$ cat src/hw/rtl/assert_macros.svh
// assertion helpers used by the sampler top level
`ifndef ASSERT_MACROS_SVH
`define ASSERT_MACROS_SVH

// property must hold at every rising edge outside reset
`define ASSERT_AT(label, clk, rst_n, prop, msg) \
	label: assert property (@(posedge clk) disable iff (!rst_n) (prop)) else $error(msg);

// expression must never be true outside reset
`define ASSERT_NEVER(label, clk, rst_n, expr, msg) \
	`ASSERT_AT(label, clk, rst_n, !(expr), msg)

`endif

$ cat src/hw/rtl/ccis_pkg.sv
package ccis_pkg;

	// fixed field widths and default table depth
	localparam int WEIGHT_W = 32;
	localparam int SUM_W = 42;
	localparam int INDEX_W = 10;
	localparam int MAX_PARTICLES_DEF = 1024;

	// saturation value of the running total
	localparam logic [SUM_W-1:0] SUM_MAX = '1;

	// request kinds on the input word
	localparam logic REQ_LOAD = 1'b0;
	localparam logic REQ_DRAW = 1'b1;

	// control from the top level to the search sequencer
	typedef struct packed {
		logic start;
		logic ack;
	} search_ctrl_t;

endpackage

$ cat src/hw/rtl/ccis_search.sv
module ccis_search #(
	parameter int IDX_W = 10
) (
	input  logic                          clk,
	input  logic                          arst_n,
	input  ccis_pkg::search_ctrl_t        ctrl,
	input  logic [IDX_W-1:0]              hi_init,
	input  logic [ccis_pkg::WEIGHT_W-1:0] uniform,
	input  logic [ccis_pkg::SUM_W-1:0]    rd_data,
	output logic [IDX_W-1:0]              rd_addr,
	output logic                          done,
	output logic [IDX_W-1:0]              index
);

	typedef enum logic [1:0] {
		S_IDLE,
		S_PROBE,
		S_FINISH
	} state_t;

	state_t                        state_q;
	logic [IDX_W-1:0]              lo_q;
	logic [IDX_W-1:0]              hi_q;
	logic [IDX_W-1:0]              mid_q;
	logic [ccis_pkg::WEIGHT_W-1:0] uniform_q;

	logic                          not_below;
	logic [IDX_W-1:0]              lo_n;
	logic [IDX_W-1:0]              hi_n;
	logic [IDX_W:0]                mid_sum;
	logic [IDX_W-1:0]              mid_n;
	logic [IDX_W-1:0]              mid_init;

	// shared compare of the probed prefix sum against u, then bound update
	always_comb begin
		not_below = rd_data >= {{(ccis_pkg::SUM_W-ccis_pkg::WEIGHT_W){1'b0}}, uniform_q};
		if (not_below) begin
			lo_n = lo_q;
			hi_n = mid_q;
		end else begin
			lo_n = mid_q + 1'b1;
			hi_n = hi_q;
		end
		mid_sum = {1'b0, lo_n} + {1'b0, hi_n};
		mid_n = mid_sum[IDX_W:1];
		mid_init = hi_init >> 1;
	end

	// first probe address comes straight from the start request
	assign rd_addr = (state_q == S_IDLE) ? mid_init : mid_n;

	// sequencer: one probe per cycle while the bounds differ
	always_ff @(posedge clk or negedge arst_n) begin
		if (!arst_n) begin
			state_q <= S_IDLE;
			lo_q <= '0;
			hi_q <= '0;
			mid_q <= '0;
			uniform_q <= '0;
		end else begin
			case (state_q)
				S_IDLE: begin
					if (ctrl.start) begin
						uniform_q <= uniform;
						lo_q <= '0;
						hi_q <= hi_init;
						mid_q <= mid_init;
						state_q <= (hi_init != '0) ? S_PROBE : S_FINISH;
					end
				end
				S_PROBE: begin
					lo_q <= lo_n;
					hi_q <= hi_n;
					mid_q <= mid_n;
					if (lo_n >= hi_n) begin
						state_q <= S_FINISH;
					end
				end
				S_FINISH: begin
					if (ctrl.ack) begin
						state_q <= S_IDLE;
					end
				end
				default: begin
					state_q <= S_IDLE;
				end
			endcase
		end
	end

	assign done = (state_q == S_FINISH);
	assign index = lo_q;

endmodule
$ cat config.mk
export PLATFORM = sky130hd
export DESIGN_NAME = ccis_search
export DESIGN_NICKNAME = d
export VERILOG_FILES = /design/src/hw/rtl/assert_macros.svh /design/src/hw/rtl/ccis_pkg.sv /design/src/hw/rtl/ccis_search.sv
export SDC_FILE = /design/constraint.sdc
export NUM_CORES = 1
export LEC_CHECK = 0
export ABC_AREA = 0
export ABC_CLOCK_PERIOD_IN_PS = 15690
export BUFFER_PORTS_ARGS = -buffer_cell sky130_fd_sc_hd__clkbuf_2
export CAP_MARGIN = 40
export CORE_UTILIZATION = 35
export CTS_CLUSTER_SIZE = 24
export DETAILED_ROUTE_END_ITERATION = 10
export MAX_ROUTING_LAYER = met4
export PLACE_DENSITY_LB_ADDON = 0.3
export REMOVE_ABC_BUFFERS = 1
export SLEW_MARGIN = 20
export SYNTH_ARGS = -nofsm -noshare
export SYNTH_HDL_FRONTEND = slang
export SYNTH_SLANG_ARGS = --single-unit
export TNS_END_PERCENT = 10
$ cat constraint.sdc
create_clock -name clk -period 15.69 [get_ports clk]
set_clock_uncertainty 0.05 [all_clocks]
set_input_delay 2.3535 -clock clk [delete_from_list [all_inputs] [get_ports clk]]
set_output_delay 2.3535 -clock clk [all_outputs]
set_load 0.01 [all_outputs]
* Word level (Yosys, flattened, before mapping)
Index checks and enable logic that the tools add are counted.
** Storage, ports and cells
- Bits in registers :: 64
- Input port bits :: 88
- Output and inout bits :: 21
- Word-level logic and storage cells :: 34
** Operators by class
- Add/sub/neg operators :: 2
- $lt $le $gt $ge :: 2
- Equal/unequal tests :: 5
- Muxes and demuxes :: 14
- Reduce and logical (&&, ||, !) cells :: 6
** Operators by type and width (count)
- $mux 10 :: 6
- $pmux 10 s2 :: 3
- $ge 42x32->1 :: 1
- $add 10x10->11 :: 1
- $add 10x1->10 const B :: 1
- $ge 10x10->1 :: 1
- $reduce_bool 10->1 :: 1
- $mux 2 :: 4
- $ne 2x2->1 const B :: 3
- $pmux 2 s3 :: 1
- $reduce_and 2->1 :: 2
- $reduce_and 3->1 :: 1
- $eq 2x1->1 const B :: 1
- $eq 2x2->1 const B :: 1
- $logic_not 2->1 :: 1
- $reduce_bool 2->1 :: 1

* Logic depth before layout (Yosys ltp)
Gate-level depths: netlist of run 1.
- Depth in word-level cells :: 5
- Depth in mapped cells :: 20
- Mapped depth without buffers :: 18

* Worst setup path after synthesis of run 1
Ideal clock, no wire load.
- Path type :: input -> output
- From :: in rd_data[7] (netlist bit)
- To :: out rd_addr[8]
- Data arrival time :: 6.028 ns
- Required time :: 13.287 ns
- Setup slack :: 7.259 ns
- Stages :: 16
- Buffers on the path :: 1
- Cell sequence :: ha_1 a2111oi_2 o21ai_1 o311ai_2 o211ai_4 a21boi_4 buf_12 mux2_2 ha_1 a21o_1 a21o_1 a211oi_1 o21ai_0 a31oi_1 xor2_1 o21ai_0
** On the way
- Longest elaborated chain between the ends :: 4
- Elaborated cells on any way between the ends :: 5
- Classes of those cells :: add/sub: 1; order compare: 1; mux: 3
** RTL lines
- from (decl) :: RTL line ccis_search.sv:9 : input logic [ccis_pkg::SUM_W-1:0] rd_data,
- $ge 42x32->1 (*) :: RTL line ccis_search.sv:36 : not_below = rd_data >= {{(ccis_pkg::SUM_W-ccis_pkg::WEIGHT_W){1'b0}}, uniform_q};
- $mux 10 :: RTL line ccis_search.sv:37 : if (not_below) begin
- $add 10x10->11 (*) :: RTL line ccis_search.sv:44 : mid_sum = {1'b0, lo_n} + {1'b0, hi_n};
- $mux 10 (*) :: RTL line ccis_search.sv:50 : assign rd_addr = (state_q == S_IDLE) ? mid_init : mid_n;
- to (decl) :: RTL line ccis_search.sv:10 : output logic [IDX_W-1:0] rd_addr,
Every way passes the cells marked *; elsewhere a longest branch is shown, timed or not.

* Worst setup path after layout of run 1
Ends and elaborated chain as after synthesis.

==> impl_results.md, run 1 <==
- Status: complete, no violations
- Mapped cell area: roughly 0.0046 mm2
- Yosys Warn Count: 0
- CP Class: primary input to output pin
- Antenna violations before repair: 0
- Nets: 756
- Post-CTS setup buffer count: 0
- Synth async-reset ratio: 1.000
- # rows: around 40
- Tmin final: around 9000 ps
- Core Area: ~0.013 mm2
- CTS Hold Bufs: 0
- RSZ-0062 raised after global routing: false
- Top cell type's share of synthesized area: 0.3492
- Worst Path Buf+Inv: 3
- Met3 Track Usage GR: 0.03425
- Fin worst setup slack: around 6400 ps
- CTS resizes: 0
- Worst-path clk slew: about 50 ps
- #FFs+latches synth: 64
- Drt initial violations: between 200 and 250
- Total Routing Usage GR: 0.2108
- Vias/cell: around 5.2
- Maximum fanout along the worst path: 22
- Top FF cell, synth: dfrtp_1
- Startpoint Class: primary input
- Largest net degree at the start of global routing: 85
- Initial Utilization: 0.3605
- Clock Latency Late Sink: between 300 and 400 ps
- Wirelength, routed: around 13 mm
- Final ANT Viol Nets: 0
- H-tree depth: 3
- Vias in the first global route: between 4k and 5k
- Worst slew pin tran: 805.2 ps
- Critical path data arrival time: about 6900 ps
- Io pins: between 100 and 150
- # Max-Cap Violations: 0
- HP Class: flop to flop
- Slowest stage delay, CP: between 400 and 500 ps
- Synth cell types: 53
- F_max: ~0.11 GHz
- R2r startpoint: uniform_q[7]$_DFFE_PN0P_
- Critical Path RT: between 10000 and 15000 ps
- CTS max path bufs: 2
- CP Launch Point: rd_data[7]
- Commonest non-fill, non-tap cell in the layout: clkbuf_2
- Setup crit end kind: output pin
- HP Start: uniform_q[0]$_DFFE_PN0P_
- Antenna diodes: 0
- DIE AREA: approximately 0.014 mm2
- Pins Over Slew Limit: 0
- Post-Place Setup Slack: 6473 ps
- Post-route setup TNS: 0 ps
- Port Buffers: between 100 and 150
- Die height: between 100 and 150 um
- Sequential area share after synthesis: 0.3492
- CP cell instances: clkbuf_2 -> ha_1 -> a2111oi_2 -> o21ai_1 -> o311ai_2 -> o211ai_4 -> a21boi_4 -> buf_16 -> mux2_2 -> ha_1 -> a21o_1 -> a21o_1 -> a211oi_1 -> o21ai_0 -> a31oi_1 -> xor2_1 -> o21ai_0 -> clkbuf_2
- Number of synthesized flops with an enable pin: 0
- First-pass GRT wire length: between 20 and 25 mm
- Total grt overflow: 0
- GPL Wtd Cong: roughly 0.96
- Post-DP HPWL: roughly 9.6 mm
- Syn_area_per_cell: between 9 and 10 um2
- Fraction of layout cells with a size suffix above 1: 0.2682
- Met2 usage: 0.3243
- GR Util met1: 0.2701
- CTS tree: done
- Inserted Clock Buffers: 9
- GR peak layer: met2
- CTS sink count: 64
- VDD IR max: 0.00005853 V
- Clock Root Buffer: clkbuf_16
- DRT Pass-1 Iters: 4
- P per Cell Area: approximately 160 mW/mm2
- Routed len/inst: ~16 um
- Largest cells by area after synthesis: dfrtp_1 35%, ha_1 14%, o21ai_0 6.1%, nand2_1 5.6%, inv_1 3.3%
- Area grow syn2layout: 22.12%
- Leak Pwr: between 2 and 3 nW
- Post-synthesis cell count: about 500
- Worst slew margin: 0.4612
- Final Hold Vio Count: 0
- # setup viols final: 0
- DRC errors left: 0
- Period utilisation layout: 0.5900
- Via count: between 4k and 5k
- Most frequent cells in the layout: 108 x clkbuf_2, 68 x nand2_1, 64 x dfrtp_1
- Slowest cell on crit path: a21boi_4
- Crit path max-delay family: compound AO/OA/AOI/OAI gates
- Yosys top cell by area: dfrtp_1
- Die W: roughly 120 um
[routing by layer]
metal | up-vias | routed length (um)
met1 | 1973 | 5806
met5 | - | 0
li1 | 2038 | -
met4 | 0 | 252
met3 | 18 | 609
met2 | 96 | 5935
[where the power goes]
group / switching [mW] / internal, mW
sequential: 0.0443 / 0.233
combinational: 0.264 / 0.171
clock: 0.0756 / 0.119
total: 0.384 / 0.523
[flip-flops by register name, indices dropped and copies added, names as in the netlist]
register	flops
mid_q	10
uniform_q	32
hi_q	10
index	10
state_q	2
[cells by family after synthesis]
logic type,after synthesis,synth area share
AOI/OAI and AO/OA,158,0.2384
and+or+nand+nor,142,0.1418
DFF,64,0.3492
buffers and inverters,63,0.06055
adders and majority gates,54,0.1489
xor gates and xnor gates,14,0.02673
muxes,12,0.03437
[final timing paths]
kind / end / slack [ps] / cells past startpoint
worst max-delay path: rd_addr[8] / 6430 / 18
worst min-delay path: uniform_q[0]$_DFFE_PN0P_ / 440 / 2
worst max register to register: mid_q[7]$_DFFE_PN0P_ / 10880 / 19
worst min register to register: uniform_q[0]$_DFFE_PN0P_ / 440 / 2
max in group asynchronous: mid_q[3]$_DFFE_PN0P_ / 13150 / 3
min in group asynchronous: uniform_q[7]$_DFFE_PN0P_ / 1920 / 2
[through the flow]
stage               power, mW  std cells  hold slack [ps]  utilization  cell area, um2
finish                 0.9070        791            442.8       0.4403            5602
global route           0.9885        791            490.1       0.4403            5602
CTS                    0.9106        791            457.7       0.4403            5602
detailed placement     0.7121        775            444.6       0.4179            5316
global placement       0.6993        773            445.1       0.4136            5261
floorplan              0.5734        490            399.7            -            4482
[final cells by class]
type,instances,area [um2]
inverters,46,172.7
multi-input cells,380,2709
repair buffers,113,618.1
clock inverters,3,15.01
fillers,1297,7121
flip-flops and latches,64,1602
well taps,172,215.2
clock buffers,13,270.3
[Yosys cell counts (all sizes together) (5+ instances only)]
| master | instances |
|---|---|
| a211oi | 5 |
| a21oi | 33 |
| a221o | 9 |
| a22oi | 6 |
| a32o | 10 |
| and3 | 5 |
| buf | 8 |
| clkbuf | 9 |
| dfrtp | 64 |
| ha | 53 |
| inv | 46 |
| mux2 | 12 |
| nand2 | 68 |
| nand2b | 6 |
| nand3 | 5 |
| nand4 | 8 |
| nor2 | 30 |
| nor3 | 5 |
| nor4 | 6 |
| o21ai | 60 |
| o2bb2ai | 9 |
| xnor2 | 5 |
| xor2 | 9 |
[tightest hold or removal path, delay by kind of cell (launching register included)]
family	cells	cell delay [ps]
AND/OR/NAND/NOR	2	120
flip-flops	1	350
(Power assumes the default switching activity.)
==> inputs of run 2 (changes only) <==
Settings changed: ABC_AREA 0 to 1, ABC_CLOCK_PERIOD_IN_PS 15690 to 7950.
Clock period 15.69 ns to 7.95 ns, I/O delays scaled along.
==> run 2 against run 1 <==
  * Final area is 7.8% higher
  * Sequential share of layout area shrank 2.1 points
  * Sequential power grew 87%
  * Non-clock buffer count grew 1
  * Total power increased by 99%
  * Routed wire length is 1.1% higher
  * Critical path depth is 5 higher
  * First-iteration DRC count shrank 1.3%
  * Utilization decreased by 0.86 points
  * Critical endpoint is now rd_addr[5]
  * Largest power group unchanged
==> impl_results.md, run 2 <==
- Synth async-reset ratio: 1.000
- Number of synthesized flops with an enable pin: 0
- Post-DP HPWL: between 9 and 10 mm
- Tmin final: approximately 6300 ps
- Synth cell types: 36
- Initial Utilization: 0.3605
- CTS max path bufs: 2
- Commonest non-fill, non-tap cell in the layout: nand2_1
- Final Hold Vio Count: 0
- Worst slew margin: 0.4911
- Placed Instance Area: 0.005739 mm2
- Routed len/inst: ~13 um
- Setup crit end kind: output pin
- Synth top cells by count: 180 x nand2_1, 110 x inv_1, 64 x dfrtp_1
- Post-synthesis cell count: 699
- Period utilisation layout: 0.7929
- HP Class: flop to flop
- Footprint of the multi-input gates: between 0.002 and 0.003 mm2
- Via count: around 4.6k
- Yosys top cell by area: dfrtp_1
- Max reg flops: 32
- Port Buffers: roughly 110
- GPL Wtd Cong: slightly below 0.9
- Critical Path RT: approximately 6700 ps
- Final ANT Viol Nets: 0
- Register area: between 0.0015 and 0.002 mm2
- Startpoint Class: primary input
- Post-route setup TNS: 0 ps
- Slowest stage delay, CP: approximately 640 ps
- Io pins: between 100 and 150
- First-pass GRT wire length: 21.71 mm
- Antenna diodes: 0
- Post-CTS setup buffer count: 0
- Antenna violations before repair: 0
- CTS Hold Bufs: 0
- CTS resizes: 0
- Fillcell total: ~1.5k
- CP Class: primary input to output pin
- Top cell type's share of synthesized area: 0.3176
- Sequential area share after synthesis: 0.3176
- Largest Register: uniform_q
- # setup viols final: 0
- Core Area: approximately 0.014 mm2
- Number of placed cells counting well taps: 969
- Clock Latency Late Sink: approximately 340 ps
- Largest net degree at the start of global routing: between 70 and 80
- Die height: approximately 120 um
- Vias in the first global route: roughly 4.6k
- Total Routing Usage GR: 0.1962
- Status: complete, no violations
- Inserted Clock Buffers: 9
- Die W: ~120 um
- Leak Pwr: about 3.3 nW
- P per Cell Area: roughly 300 mW/mm2
- Slowest cell on crit path: nand3_2
- Worst slew pin tran: about 760 ps
- DRT Pass-1 Iters: 4
- Largest cells by area after synthesis: dfrtp_1 32%, nand2_1 13%, ha_1 13%, inv_1 8.2%, o21ai_0 4.8%
- DRC errors left: 0
- Pwr Total: roughly 1.8 mW
- Cell area after layout: just over 0.006 mm2
- Most frequent cells in the layout: 180 x nand2_1, 110 x inv_1, 107 x clkbuf_2
- Critical path data arrival time: 5060 ps
- DIE AREA: 0.01489 mm2
- Pins Over Slew Limit: 0
- F_max: roughly 0.16 GHz
- Clock Root Buffer: clkbuf_16
- Final non-filler cell total: 985
- VDD IR max: around 0.00011 V
- # Max-Cap Violations: 0
- Wirelength, routed: approximately 13 mm
- Worst-path clk slew: roughly 50 ps
- Nets: 942
- Fraction of layout cells with a size suffix above 1: 0.2149
- # rows: 43
- CP cell instances: clkbuf_2 -> ha_1 -> nand2_1 -> inv_2 -> nand3_1 -> nor2_2 -> nand2_1 -> nor2_2 -> nand2_2 -> nand3_2 -> nand2_1 -> and2_1 -> ha_1 -> fa_1 -> nand3_1 -> nand2_1 -> a21oi_1 -> nor2_1 -> nor2_1 -> xnor2_1 -> nand2_1 -> o21ai_0 -> clkbuf_2
- RSZ-0062 raised after global routing: false
- Cell with the most instances after synthesis: nand2_1
- Mapped cell area: around 0.005 mm2
- Vias/cell: 4.703
- Syn_area_per_cell: 7.214 um2
- Drt initial violations: around 230
- Top FF cell, synth: dfrtp_1
- H-tree depth: 3
- Total grt overflow: 0
- Critical Path Most Common Cell: nand2_1
- Yosys Warn Count: 0
- Area grow syn2layout: 19.78%
- CTS tree: done
- CTS sink count: 64
- #FFs+latches synth: 64
- Maximum fanout along the worst path: 21
-- run 2: changes by cell type after synthesis, sizes merged, moves of 10 or more --
| cell | change |
|---|---|
| nand2 | +133 |
| inv | +79 |
| nand3 | +35 |
| nand4 | +18 |
| a21oi | -12 |
| mux2 | -12 |
| o21ai | -12 |
| a32o | -10 |
-- run 2: worst paths after layout --
path,to,cells past startpoint,startpoint,slack [ps]
min reg2reg,uniform_q[0]$_DFFE_PN0P_,2,uniform_q[0]$_DFFE_PN0P_,450
max in group asynchronous,uniform_q[30]$_DFFE_PN0P_,3,arst_n,6580
max,rd_addr[5],23,rd_data[21],1650
min,uniform_q[0]$_DFFE_PN0P_,2,uniform_q[0]$_DFFE_PN0P_,450
max reg2reg,mid_q[9]$_DFFE_PN0P_,22,uniform_q[21]$_DFFE_PN0P_,3820
min in group asynchronous,mid_q[0]$_DFFE_PN0P_,2,arst_n,740
-- run 2: critical path: cells and delay by family --
| family | cells | cell delay (ps) |
|---|---|---|
| XOR/XNOR | 1 | 160 |
| buffers and inverters | 3 | 320 |
| AND/OR/NAND/NOR | 14 | 2180 |
| AO/OA/AOI/OAI | 2 | 270 |
| adder cells (fa/ha/maj) | 3 | 910 |
-- run 2: per-stage QoR --
step                setup slack [ps]    util  hold slack (ps)
floorplan                       2335       -            395.9
global placement                1668  0.4075            413.4
detailed placement              1670  0.4103            438.8
CTS                             1669  0.4318            451.6
global route                    1265  0.4318            466.4
finish                          1646  0.4318            446.5
-- run 2: cells by family (layout without fill, tap and decap cells) --
group / after synthesis / after routing / synth area share
AND/OR/NAND/NOR: 330 / 330 / 0.3062
buffers and inverters: 149 / 255 / 0.1208
AO/OA/AOI/OAI: 90 / 90 / 0.09901
flip-flops: 64 / 64 / 0.3176
adder cells (fa/ha/maj): 54 / 54 / 0.1355
XOR/XNOR: 12 / 12 / 0.02084
-- run 2: final cells by class --
type | instances | area share
Timing Repair Buffer | 114 | 0.1009
Clock buffer | 13 | 0.04309
Inverter | 125 | 0.07769
Multi-Input combinational cell | 486 | 0.4692
Sequential cell | 64 | 0.2652
Clock inverter | 3 | 0.006629
Tap cell | 180 | 0.03729
-- run 2: per-layer routing --
layer | wire length (um) | part of all wire | track usage | up-vias
li1 | - | - | - | 2437
met1 | 6099 | 0.48 | 0.2472 | 2074
met2 | 5750 | 0.45 | 0.3051 | 108
met3 | 735 | 0.058 | 0.05712 | 13
met4 | 153 | 0.012 | 0.05247 | 0
met5 | 0 | 0 | - | -
-- run 2: power by group --
| part | internal (mW) | switching, mW | total (mW) | leakage (nW) |
|---|---|---|---|---|
| logic | 0.317 | 0.567 | 0.884 | 2.37 |
| registers | 0.457 | 0.0611 | 0.518 | 0.811 |
| clock network | 0.259 | 0.144 | 0.403 | 0.150 |
| total | 1.03 | 0.772 | 1.81 | 3.33 |
